[config.mk]
export PLATFORM = sky130hd
export DESIGN_NAME = windowed_byte_rate_meter_top
export DESIGN_NICKNAME = d
export VERILOG_FILES = /design/src/rtl/wbrm_pkg.sv /design/src/rtl/wbrm_div.sv /design/src/rtl/windowed_byte_rate_meter_top.sv
export SDC_FILE = /design/constraint.sdc
export NUM_CORES = 1
export LEC_CHECK = 0
export BUFFER_PORTS_ARGS = -buffer_cell sky130_fd_sc_hd__clkbuf_2
export CORE_MARGIN = 8
export CORE_UTILIZATION = 56
export DETAILED_ROUTE_END_ITERATION = 16
export GPL_TIMING_DRIVEN = 0
export PLACE_DENSITY = 0.74
export SLEW_MARGIN = 10
export SYNTH_ARGS = -nofsm -noshare
export SYNTH_HDL_FRONTEND = slang
export SYNTH_SLANG_ARGS = --single-unit
[constraint.sdc]
create_clock -name aclk -period 6.7 [get_ports aclk]
set_input_delay 0.335 -clock aclk [delete_from_list [all_inputs] [get_ports aclk]]
set_output_delay 0.335 -clock aclk [all_outputs]
set_load 0.005 [all_outputs]
[src/rtl/wbrm_pkg.sv]
// ----------------------------------------------------------------------------
// wbrm_pkg
// Shared types and constants for the windowed byte rate meter.
// ----------------------------------------------------------------------------
`default_nettype none

package wbrm_pkg;

    localparam int TimeW     = 32;
    localparam int BytesW    = 16;
    localparam int IntervalW = 16;
    localparam int RateW     = 32;
    localparam int AccumW    = 32;
    localparam int ProdW     = 42;
    localparam int MsPerS    = 1000;

    // main sequencer
    typedef enum logic [2:0] {
        ST_IDLE,
        ST_EVAL,
        ST_DIV_START,
        ST_DIV_WAIT,
        ST_EMIT
    } ctl_state_t;

    // what one packet does to the window
    typedef enum logic [2:0] {
        EV_HOLD,
        EV_OPEN,
        EV_ACCUM,
        EV_SKIP,
        EV_CLOSE
    } eval_t;

    // divider sequencer
    typedef enum logic [1:0] {
        DIV_IDLE,
        DIV_RUN,
        DIV_DONE
    } div_state_t;

    typedef struct packed {
        logic busy;
        logic done;
    } div_status_t;

endpackage

`default_nettype wire

[src/rtl/wbrm_div.sv]
// ----------------------------------------------------------------------------
// wbrm_div
// Bit-serial restoring divider, 42-bit dividend by 16-bit divisor, quotient
// saturated to 32 bits. One quotient bit per cycle.
// ----------------------------------------------------------------------------
`default_nettype none

module wbrm_div
    import wbrm_pkg::*;
(
    input  wire logic                 aclk,
    input  wire logic                 aresetn,
    input  wire logic                 start,
    input  wire logic [ProdW-1:0]     dividend,
    input  wire logic [IntervalW-1:0] divisor,
    output div_status_t               status,
    output logic [RateW-1:0]          quotient
);

    div_state_t             state_reg, state_next;
    logic [IntervalW-1:0]   divisor_reg;
    logic [IntervalW-1:0]   rem_reg, rem_next;
    logic [RateW-1:0]       quot_reg, quot_next;
    logic [4:0]             count_reg;
    logic                   sat;
    logic [IntervalW:0]     trial;
    logic [IntervalW:0]     diff;
    logic                   ge;

    // quotient overflows 32 bits when the upper dividend bits reach the divisor
    assign sat = {6'b0, dividend[ProdW-1:RateW]} >= divisor;

    assign trial = {rem_reg, quot_reg[RateW-1]};
    assign ge    = trial >= {1'b0, divisor_reg};
    assign diff  = trial - {1'b0, divisor_reg};

    always_comb begin
        rem_next  = ge ? diff[IntervalW-1:0] : trial[IntervalW-1:0];
        quot_next = {quot_reg[RateW-2:0], ge};
    end

    always_comb begin
        state_next = state_reg;
        case (state_reg)
            DIV_IDLE: begin
                if (start) begin
                    state_next = sat ? DIV_DONE : DIV_RUN;
                end
            end
            DIV_RUN: begin
                if (count_reg == 5'd0) begin
                    state_next = DIV_DONE;
                end
            end
            DIV_DONE: begin
                state_next = DIV_IDLE;
            end
            default: begin
                state_next = DIV_IDLE;
            end
        endcase
    end

    always_comb begin
        status.busy = (state_reg != DIV_IDLE);
        status.done = (state_reg == DIV_DONE);
        quotient    = quot_reg;
    end

    always_ff @(posedge aclk) begin
        if (!aresetn) begin
            state_reg <= DIV_IDLE;
        end else begin
            state_reg <= state_next;
        end
    end

    always_ff @(posedge aclk) begin
        case (state_reg)
            DIV_IDLE: begin
                if (start) begin
                    divisor_reg <= divisor;
                    count_reg   <= 5'd31;
                    if (sat) begin
                        quot_reg <= '1;
                    end else begin
                        rem_reg  <= {6'b0, dividend[ProdW-1:RateW]};
                        quot_reg <= dividend[RateW-1:0];
                    end
                end
            end
            DIV_RUN: begin
                rem_reg   <= rem_next;
                quot_reg  <= quot_next;
                count_reg <= count_reg - 5'd1;
            end
            default: begin
            end
        endcase
    end

endmodule

`default_nettype wire

[src/rtl/windowed_byte_rate_meter_top.sv]
// ----------------------------------------------------------------------------
// windowed_byte_rate_meter_top
// Byte rate estimate over fixed millisecond windows of a packet stream.
// ----------------------------------------------------------------------------
// Each request on the s_ channel is one received packet: its arrival time in
// ms and its byte count. Every packet yields exactly one request on the m_
// channel with the current rate in bytes per second and a flag that is set
// when this packet closed a window and a new rate was computed.
// cfg_wr_en writes the window length in ms and clears the window state; zero
// turns updates off. Write it only while no packet is in flight.
// A packet that does not close a window goes from the idle state through the
// eval and emit states into the output register; one that closes a window also
// passes the divide start and wait states, where the serial divider produces
// one quotient bit per cycle (32 steps) for bytes*1000/interval.
// One packet is handled at a time; s_tready is high only in the idle state, so
// the next packet is accepted only once the last one has left the emit state.
// The result sits in an output register, so a new packet is accepted while an
// earlier result still waits. If the receiver stalls, the next result waits in
// the emit state and s_tready stays low.
// Reset (aresetn low, synchronous) clears the interval, the window state, the
// rate and any pending result.
// ----------------------------------------------------------------------------
`default_nettype none

module windowed_byte_rate_meter_top
    import wbrm_pkg::*;
(
    input  wire logic                 aclk,
    input  wire logic                 aresetn,
    input  wire logic                 cfg_wr_en,
    input  wire logic [IntervalW-1:0] cfg_wr_data,  // interval_ms
    input  wire logic                 s_tvalid,
    output logic                      s_tready,
    input  wire logic [47:0]          s_tdata,      // [31:0] now_ms, [47:32] byte_count
    output logic                      m_tvalid,
    input  wire logic                 m_tready,
    output logic [31:0]               m_tdata,      // [31:0] rate_bytes_per_s
    output logic [0:0]                m_tuser       // [0] rate_updated
);

    ctl_state_t             state_reg, state_next;
    logic [IntervalW-1:0]   interval_reg;
    logic                   window_open_reg;
    logic [TimeW-1:0]       window_start_reg;
    logic [AccumW-1:0]      byte_accum_reg;
    logic [RateW-1:0]       current_rate_reg;
    logic [TimeW-1:0]       now_reg;
    logic [BytesW-1:0]      bytes_reg;
    logic                   upd_reg;
    logic [ProdW-1:0]       prod_reg;
    logic                   m_valid_reg;
    logic [RateW-1:0]       m_rate_reg;
    logic                   m_upd_reg;

    logic [TimeW-1:0]       elapsed;
    logic [IntervalW:0]     twice;
    logic [AccumW:0]        accum_sum;
    logic [AccumW-1:0]      accum_sat;
    logic [ProdW-1:0]       prod_next;
    eval_t                  ev;
    logic                   in_fire;
    logic                   emit_fire;
    logic                   div_start;
    div_status_t            div_stat;
    logic [RateW-1:0]       div_quot;

    wbrm_div u_div (
        .aclk     (aclk),
        .aresetn  (aresetn),
        .start    (div_start),
        .dividend (prod_reg),
        .divisor  (interval_reg),
        .status   (div_stat),
        .quotient (div_quot)
    );

    assign elapsed   = now_reg - window_start_reg;
    assign twice     = {interval_reg, 1'b0};
    assign accum_sum = {1'b0, byte_accum_reg} + {17'b0, bytes_reg};
    assign accum_sat = accum_sum[AccumW] ? '1 : accum_sum[AccumW-1:0];
    assign prod_next = ProdW'(byte_accum_reg) * ProdW'(MsPerS);

    always_comb begin
        if (interval_reg == '0) begin
            ev = EV_HOLD;
        end else if (!window_open_reg) begin
            ev = EV_OPEN;
        end else if (elapsed < {16'b0, interval_reg}) begin
            ev = EV_ACCUM;
        end else if (elapsed > {15'b0, twice}) begin
            ev = EV_SKIP;
        end else begin
            ev = EV_CLOSE;
        end
    end

    // next state
    always_comb begin
        state_next = state_reg;
        case (state_reg)
            ST_IDLE: begin
                if (s_tvalid) begin
                    state_next = ST_EVAL;
                end
            end
            ST_EVAL: begin
                state_next = (ev == EV_CLOSE) ? ST_DIV_START : ST_EMIT;
            end
            ST_DIV_START: begin
                state_next = ST_DIV_WAIT;
            end
            ST_DIV_WAIT: begin
                if (div_stat.done) begin
                    state_next = ST_EMIT;
                end
            end
            ST_EMIT: begin
                if (!m_valid_reg || m_tready) begin
                    state_next = ST_IDLE;
                end
            end
            default: begin
                state_next = ST_IDLE;
            end
        endcase
    end

    // sequencer outputs
    always_comb begin
        s_tready  = (state_reg == ST_IDLE);
        div_start = (state_reg == ST_DIV_START);
        emit_fire = (state_reg == ST_EMIT) && (!m_valid_reg || m_tready);
        in_fire   = s_tready && s_tvalid;
    end

    assign m_tvalid   = m_valid_reg;
    assign m_tdata    = m_rate_reg;
    assign m_tuser[0] = m_upd_reg;

    always_ff @(posedge aclk) begin
        if (!aresetn) begin
            state_reg <= ST_IDLE;
        end else begin
            state_reg <= state_next;
        end
    end

    // window state
    always_ff @(posedge aclk) begin
        if (!aresetn) begin
            interval_reg     <= '0;
            window_open_reg  <= 1'b0;
            window_start_reg <= '0;
            byte_accum_reg   <= '0;
            current_rate_reg <= '0;
        end else if (cfg_wr_en) begin
            interval_reg     <= cfg_wr_data;
            window_open_reg  <= 1'b0;
            window_start_reg <= '0;
            byte_accum_reg   <= '0;
            current_rate_reg <= '0;
        end else if (state_reg == ST_EVAL) begin
            case (ev)
                EV_OPEN: begin
                    window_open_reg  <= 1'b1;
                    window_start_reg <= now_reg;
                    byte_accum_reg   <= {16'b0, bytes_reg};
                end
                EV_ACCUM: begin
                    byte_accum_reg <= accum_sat;
                end
                EV_SKIP: begin
                    current_rate_reg <= '0;
                    window_start_reg <= now_reg;
                    byte_accum_reg   <= {16'b0, bytes_reg};
                end
                default: begin
                end
            endcase
        end else if (state_reg == ST_DIV_WAIT && div_stat.done) begin
            current_rate_reg <= div_quot;
            window_start_reg <= window_start_reg + {16'b0, interval_reg};
            byte_accum_reg   <= {16'b0, bytes_reg};
        end
    end

    // packet capture and product
    always_ff @(posedge aclk) begin
        if (in_fire) begin
            now_reg   <= s_tdata[31:0];
            bytes_reg <= s_tdata[47:32];
        end
        if (state_reg == ST_EVAL) begin
            upd_reg  <= 1'b0;
            prod_reg <= prod_next;
        end else if (state_reg == ST_DIV_WAIT && div_stat.done) begin
            upd_reg <= 1'b1;
        end
    end

    // output register
    always_ff @(posedge aclk) begin
        if (!aresetn) begin
            m_valid_reg <= 1'b0;
        end else if (emit_fire) begin
            m_valid_reg <= 1'b1;
        end else if (m_tready) begin
            m_valid_reg <= 1'b0;
        end
    end

    always_ff @(posedge aclk) begin
        if (emit_fire) begin
            m_rate_reg <= current_rate_reg;
            m_upd_reg  <= upd_reg;
        end
    end

    // divider only runs while the sequencer waits on it
    a_div_busy_in_div: assert property (@(posedge aclk) disable iff (!aresetn)
        div_stat.busy |-> (state_reg == ST_DIV_WAIT || state_reg == ST_EMIT))
        else $error("divider busy outside divide phase");

    a_div_done_wait: assert property (@(posedge aclk) disable iff (!aresetn)
        div_stat.done |-> state_reg == ST_DIV_WAIT)
        else $error("divider done while not waiting");

    // a closed window leaves the window open
    a_upd_open: assert property (@(posedge aclk) disable iff (!aresetn)
        (m_tvalid && m_tuser[0]) |-> window_open_reg)
        else $error("rate update with no open window");

    a_disabled_no_div: assert property (@(posedge aclk) disable iff (!aresetn)
        (state_reg == ST_EVAL && interval_reg == '0) |=> state_reg == ST_EMIT && !upd_reg)
        else $error("disabled meter started a divide");

endmodule

`default_nettype wire

==> impl_metrics.tcl, run 1 <==
set metrics [dict create \
    diodes 0 \
    seq_power_share_pct 43.3 \
    pre_cts_ws_ns 0.657 \
    root_buffer "clkbuf_16" \
    worstSetupEndpointType "flip-flop" \
    area.growth.synth_to_final_pct 13.7 \
    maxCapViolations 0 \
    layout_commonest_cell "nand2_1" \
    crit_end "window_start_reg[25]" \
    fin_skew_ns 0.0153 \
    fin_setup_tns_ns 0 \
    finalMaxSlewViolations 0 \
    p_switching_mw 1.30 \
    largest_reg_flops 39 \
    ant_nets 0 \
    finalNetCount 2750 \
    numCtsBuffers 35 \
    rsz0062_at_grt "no" \
    reg2reg_from "now_reg[0]" \
    worstSetupStartpoint "now_reg[0]" \
    dieArea_mm2 0.0457 \
    cts-resized-gates 0 \
    max_stage_delay_ns 0.61 \
    async_flop_share_pct 0 \
    p_int_mw 3.59 \
    fin_util_pct 64.4 \
    synth-edff-count 189 \
    syn_area_mm2 0.0219 \
    power_frac_comb_pct 14.6 \
    vias 17100 \
    avgSynthCellArea_um2 10.1 \
    initial_utilization_pct 56.6 \
    first_pass_iters 5 \
    switching_share_pct 26.6 \
    cts_sinks 309 \
    power.density_mw_per_mm2 197 \
    std_cell_rows 72 \
    crit_type "reg -> reg" \
    reg2reg_to "window_start_reg[25]" \
    final_cell_mix "nand2_1, ha_1, edfxtp_1" \
    path_cells "inv_1 > ha_1 > fa_1 > nand2b_1 > a21oi_1 > nor3_1 > or3_1 > nand2_1 > xor2_1 > ha_1 > a2111oi_0 > o21ai_0 > a2111oi_0 > o32ai_1 > nor2b_1 > nor2b_1 > and4_1 > o21ai_2 > clkbuf_1 > a21oi_1 > a211oi_1" \
    fin_crit_ns 6.34 \
    ios 104 \
    slowest_stage "a2111oi_0" \
    syn_inst 2161 \
    clk_pin_slew_worst_paths_ns 0.06 \
    tightest_slew_ns 1.12 \
    via_per_inst 5.91 \
    max_freq_mhz 158 \
    die_h_um 214 \
    synth_top_area_share_pct 25.9 \
    r2r_slack_ns 0.36 \
    routabilityCongestion 0.924 \
    finalHoldViolations 0 \
    status "finished clean" \
    seq_area_mm2 0.00808 \
    setup_violations 0 \
    globalRoute.totalOverflow 0 \
    drc_errors 0 \
    clkPwrFrac_pct 42.0 \
    grt_max_degree 37 \
    drt_iter0_drc 1395 \
    coreArea_mm2 0.0386 \
    reg2regPathDepth 21 \
    cts_tree "yes" \
    htreeDepth 2 \
    p_total_mw 4.90 \
    ctsHoldBuffers 48 \
    fin_ws_ns 0.359 \
    drt_wl_total_um 55800 \
    port_buffers 102 \
    drive_gt1_share_pct 9.20 \
    cp_max_fo 10 \
    required_ns 7.08 \
    worstPathArrival_ns 6.73 \
    multiInputGateArea_mm2 0.0130 \
    clk_latency_ns 0.56 \
    grt_pass1_vias 17200 \
    max_slew_margin_pct 25.0 \
    min_path_type "in -> reg" \
    fin_crit_sh_pct 94.6 \
    syn-num-nets 2558 \
    p_leak_nw 10.8 \
    dpl.hpwl_um 42900 \
    synth_area_leader_cell "edfxtp_1" \
    n_fill_cell 3079 \
    synth-seq-cells 309 \
    cts_setup_buffers 0 \
    synth_ff_type "edfxtp_1" \
    track_usage_pct 24.8 \
    antenna_found_initial 0 \
    synth_seq_area_share_pct 36.9 \
    post_drt_wl_per_cell_um 19.3 \
    grt_pass1_wl_um 90700 \
    ys_warn_count 0 \
    dieWidth_um 214 \
    setup.worst_path.start_class "flip-flop" \
    yosysUniqueCellTypes 84 \
    cts_buffer_depth 3 \
    peakVddDrop_v 0.000200 \
    synth_area_leaders "edfxtp_1, ha_1, fa_1" \
]
[critical path, delay by kind of cell (launching register included)]
| family | cells | cell delay, ns |
|---|---|---|
| compound gates | 8 | 2.35 |
| xor+xnor | 1 | 0.29 |
| fa+ha+maj | 3 | 0.91 |
| buf+inv | 2 | 0.45 |
| flops | 1 | 0.38 |
| simple gates | 7 | 1.79 |
[Yosys cell counts (all sizes together), types with 9 or more instances]
library cell,number
buf,22
nor3,42
nand4,25
a21boi,12
dfxtp,120
nand2b,27
nand3,45
and3,14
nor4,15
nor2,143
xnor2,56
inv,129
o21ai,134
fa,122
o21bai,11
a2bb2oi,32
o31ai,22
o2bb2ai,16
edfxtp,189
ha,206
and2,12
o21a,29
a21oi,135
mux2i,47
xor2,33
a211oi,23
o211ai,19
or3,9
nor2b,45
a21o,38
nand2,218
clkbuf,56
[routing by layer]
layer / track usage (%) / wire length (um) / share of wire [%]
met1: 33.6 / 25100 / 45
met2: 41.1 / 26200 / 47
met3: 4.33 / 3400 / 6.1
met4: 5.96 / 1100 / 2.0
met5: 0 / 0 / 0
[how the worst min path moves through the flow]
stage	from	to	slack [ns]	cells after the start
floorplan	current_rate_reg[0]	m_tdata[0]	0.41	0
global placement	current_rate_reg[17]	m_tdata[17]	0.42	0
detailed placement	current_rate_reg[14]	m_tdata[14]	0.41	0
CTS	cfg_wr_data[12]	interval_reg[12]	0.02	3
global route	cfg_wr_data[5]	interval_reg[5]	0.04	3
finish	cfg_wr_data[12]	interval_reg[12]	0.05	3
[layout make-up]
type	count	area share [%]
multi-input cells	1645	52.2
flip-flops and latches	309	32.5
repair buffers	155	4.32
clock buffers	51	4.26
well taps	518	2.61
inverters	129	1.95
plain buffers	78	1.41
clock inverters	13	0.754
[per-stage QoR]
step                hold WS [ns]  area, um2  instances
finish                    0.0453      24900       2898
global route              0.0370      24900       2898
CTS                       0.0206      24900       2898
detailed placement         0.414      23100       2786
global placement           0.417      23000       2781
floorplan                  0.408      21900       2161
[power by group through the flow]
stage / logic (mW) / clock network (mW) / registers (mW)
floorplan: 0.493 / 0 / 2.14
global placement: 0.656 / 0 / 2.16
detailed placement: 0.681 / 0 / 2.16
CTS: 0.710 / 2.09 / 2.12
global route: 0.801 / 2.17 / 2.13
finish: 0.716 / 2.06 / 2.12
[logic make-up after synthesis]
group                      count (synthesis)  synth area share, %
and+or+nand+nor                          626                 13.7
AOI/OAI and AO/OA                        553                 16.8
adders and majority gates                328                 22.9
xor gates and xnor gates                  89                 3.56
buffers and inverters                    207                 3.81
muxes                                     49                 2.25
DFF                                      309                 36.9
Power figures use the tool's default switching activity.
==> run 2, diff against run 1 <==
==> constraint.sdc (replaced) <==
create_clock -name aclk -period 7.1 [get_ports aclk]
set_input_delay 0.355 -clock aclk [delete_from_list [all_inputs] [get_ports aclk]]
set_output_delay 0.355 -clock aclk [all_outputs]
set_load 0.005 [all_outputs]
==> impl_metrics.tcl, run 2 (same netlist as run 1, synthesis figures left out) <==
set metrics [dict create \
    cts_buffer_depth 3 \
    peakVddDrop_v 0.000191 \
    setup_violations 0 \
    cp_max_fo 10 \
    std_cell_rows 72 \
    hp-start "s_tdata[31]" \
    crit_type "reg -> reg" \
    fin_hold_ws_ns 0.0215 \
    ant_nets 0 \
    numCtsBuffers 35 \
    grt_pass1_vias 17200 \
    seq_power_share_pct 43.3 \
    drt_iter0_drc 1378 \
    p_total_mw 4.62 \
    grt_pass1_wl_um 90700 \
    ios 104 \
    switching_share_pct 26.6 \
    fin_crit_ns 6.32 \
    tightest_slew_ns 1.14 \
    vias 17200 \
    cts_sinks 309 \
    worstSetupEndpointType "flip-flop" \
    drive_gt1_share_pct 9.21 \
    cts-resized-gates 0 \
    finalHoldViolations 0 \
    power.density_mw_per_mm2 186 \
    coreArea_mm2 0.0386 \
    dpl.hpwl_um 42900 \
    clk_pin_slew_worst_paths_ns 0.06 \
    busiest_layer "met2" \
    max_slew_margin_pct 23.3 \
    globalRoute.totalOverflow 0 \
    multiInputGateArea_mm2 0.0130 \
    stdcell_area_mm2 0.0249 \
    antenna_found_initial 0 \
    cts_tree "yes" \
    root_buffer "clkbuf_16" \
    fin_setup_tns_ns 0 \
    grtUsageMet3_pct 4.33 \
    clk_latency_ns 0.56 \
    p_int_mw 3.39 \
    use_met2_pct 41.1 \
    dieWidth_um 214 \
    initial_utilization_pct 56.6 \
    final_cell_mix "nand2_1, ha_1, edfxtp_1" \
    clkPwrFrac_pct 42.0 \
    worstSetupStartpoint "now_reg[0]" \
    finalNetCount 2749 \
    power_frac_comb_pct 14.6 \
    reg2reg_from "now_reg[0]" \
    rsz0062_at_grt "no" \
    maxCapViolations 0 \
    postPlaceCellArea_mm2 0.0231 \
    worstPathArrival_ns 6.71 \
    largest_reg_flops 39 \
    diodes 0 \
    status "finished clean" \
    finalMaxSlewViolations 0 \
    layout_commonest_cell "nand2_1" \
    grt_max_degree 37 \
    p_switching_mw 1.23 \
    min_path_type "in -> reg" \
    fin_skew_ns 0.0176 \
    area.growth.synth_to_final_pct 13.6 \
    port_buffers 102 \
    n_fill_cell 3081 \
    use_met1_pct 33.6 \
    max_freq_mhz 158 \
    fin_crit_sh_pct 89.1 \
    routabilityCongestion 0.924 \
    drc_errors 0 \
    track_usage_pct 24.8 \
    via_per_inst 5.93 \
    htreeDepth 2 \
    p_leak_nw 10.8 \
    first_pass_iters 5 \
    drt_wl_total_um 55900 \
    dieArea_mm2 0.0457 \
    post_drt_wl_per_cell_um 19.3 \
    cts_setup_buffers 0 \
    ctsHoldBuffers 47 \
    seq_area_mm2 0.00808 \
    setup.worst_path.start_class "flip-flop" \
    fin_util_pct 64.3 \
    die_h_um 214 \
    required_ns 7.48 \
    r2r_slack_ns 0.78 \
]
run 2: cell types whose count changed in the layout (fill, tap and decap cells not counted):
| cell | previous run | this run |
|---|---|---|
| dlygate4sd3_1 | 48 | 47 |
run 2: metrics by stage:
step | setup slack [ns] | cells
2_1_floorplan | 1.90 | 2161
3_3_place_gp | 1.10 | 2781
3_5_place_dp | 1.06 | 2786
4_1_cts | 0.987 | 2897
5_1_grt | 0.419 | 2897
6_report | 0.776 | 2897
run 2: critical path: stages, from the launching register on:
cell	delay [ns]
edfxtp_1	0.38
inv_1	0.06
ha_1	0.20
fa_1	0.40
nand2b_1	0.20
a21oi_1	0.39
nor3_1	0.21
or3_1	0.43
nand2_1	0.14
xor2_1	0.29
ha_1	0.30
a2111oi_0	0.39
o21ai_0	0.24
a2111oi_0	0.61
o32ai_1	0.28
nor2b_1	0.22
nor2b_1	0.28
and4_1	0.30
o21ai_2	0.11
clkbuf_1	0.39
a21oi_1	0.26
a211oi_1	0.08
run 2: power groups by stage:
stage	combinational, mW	sequential (mW)	clock (mW)
6_report	0.676	2.00	1.94
5_1_grt	0.756	2.01	2.04
4_1_cts	0.669	2.00	1.97
3_5_place_dp	0.643	2.04	0
3_3_place_gp	0.619	2.04	0
2_1_floorplan	0.465	2.02	0
run 2: metal layers:
layer | up-vias | share of wire [%]
met1 | 8299 | 44
met5 | - | 0
li1 | 8231 | -
met4 | 0 | 1.9
met3 | 85 | 6.6
met2 | 562 | 47
run 2: worst paths after layout:
check | cells after the start | endpoint
worst max-delay path | 21 | window_start_reg[25]
worst min-delay path | 1 | now_reg[31]
worst max register to register | 21 | window_start_reg[25]
worst min register to register | 0 | m_tdata[6]
run 2: area by class of cell:
class | count | share of cell area, %
Buffer | 78 | 1.41
Clock buffer | 51 | 4.26
Clock inverter | 13 | 0.755
Inverter | 129 | 1.95
Multi-Input combinational cell | 1645 | 52.3
Sequential cell | 309 | 32.5
Tap cell | 518 | 2.61
Timing Repair Buffer | 154 | 4.28
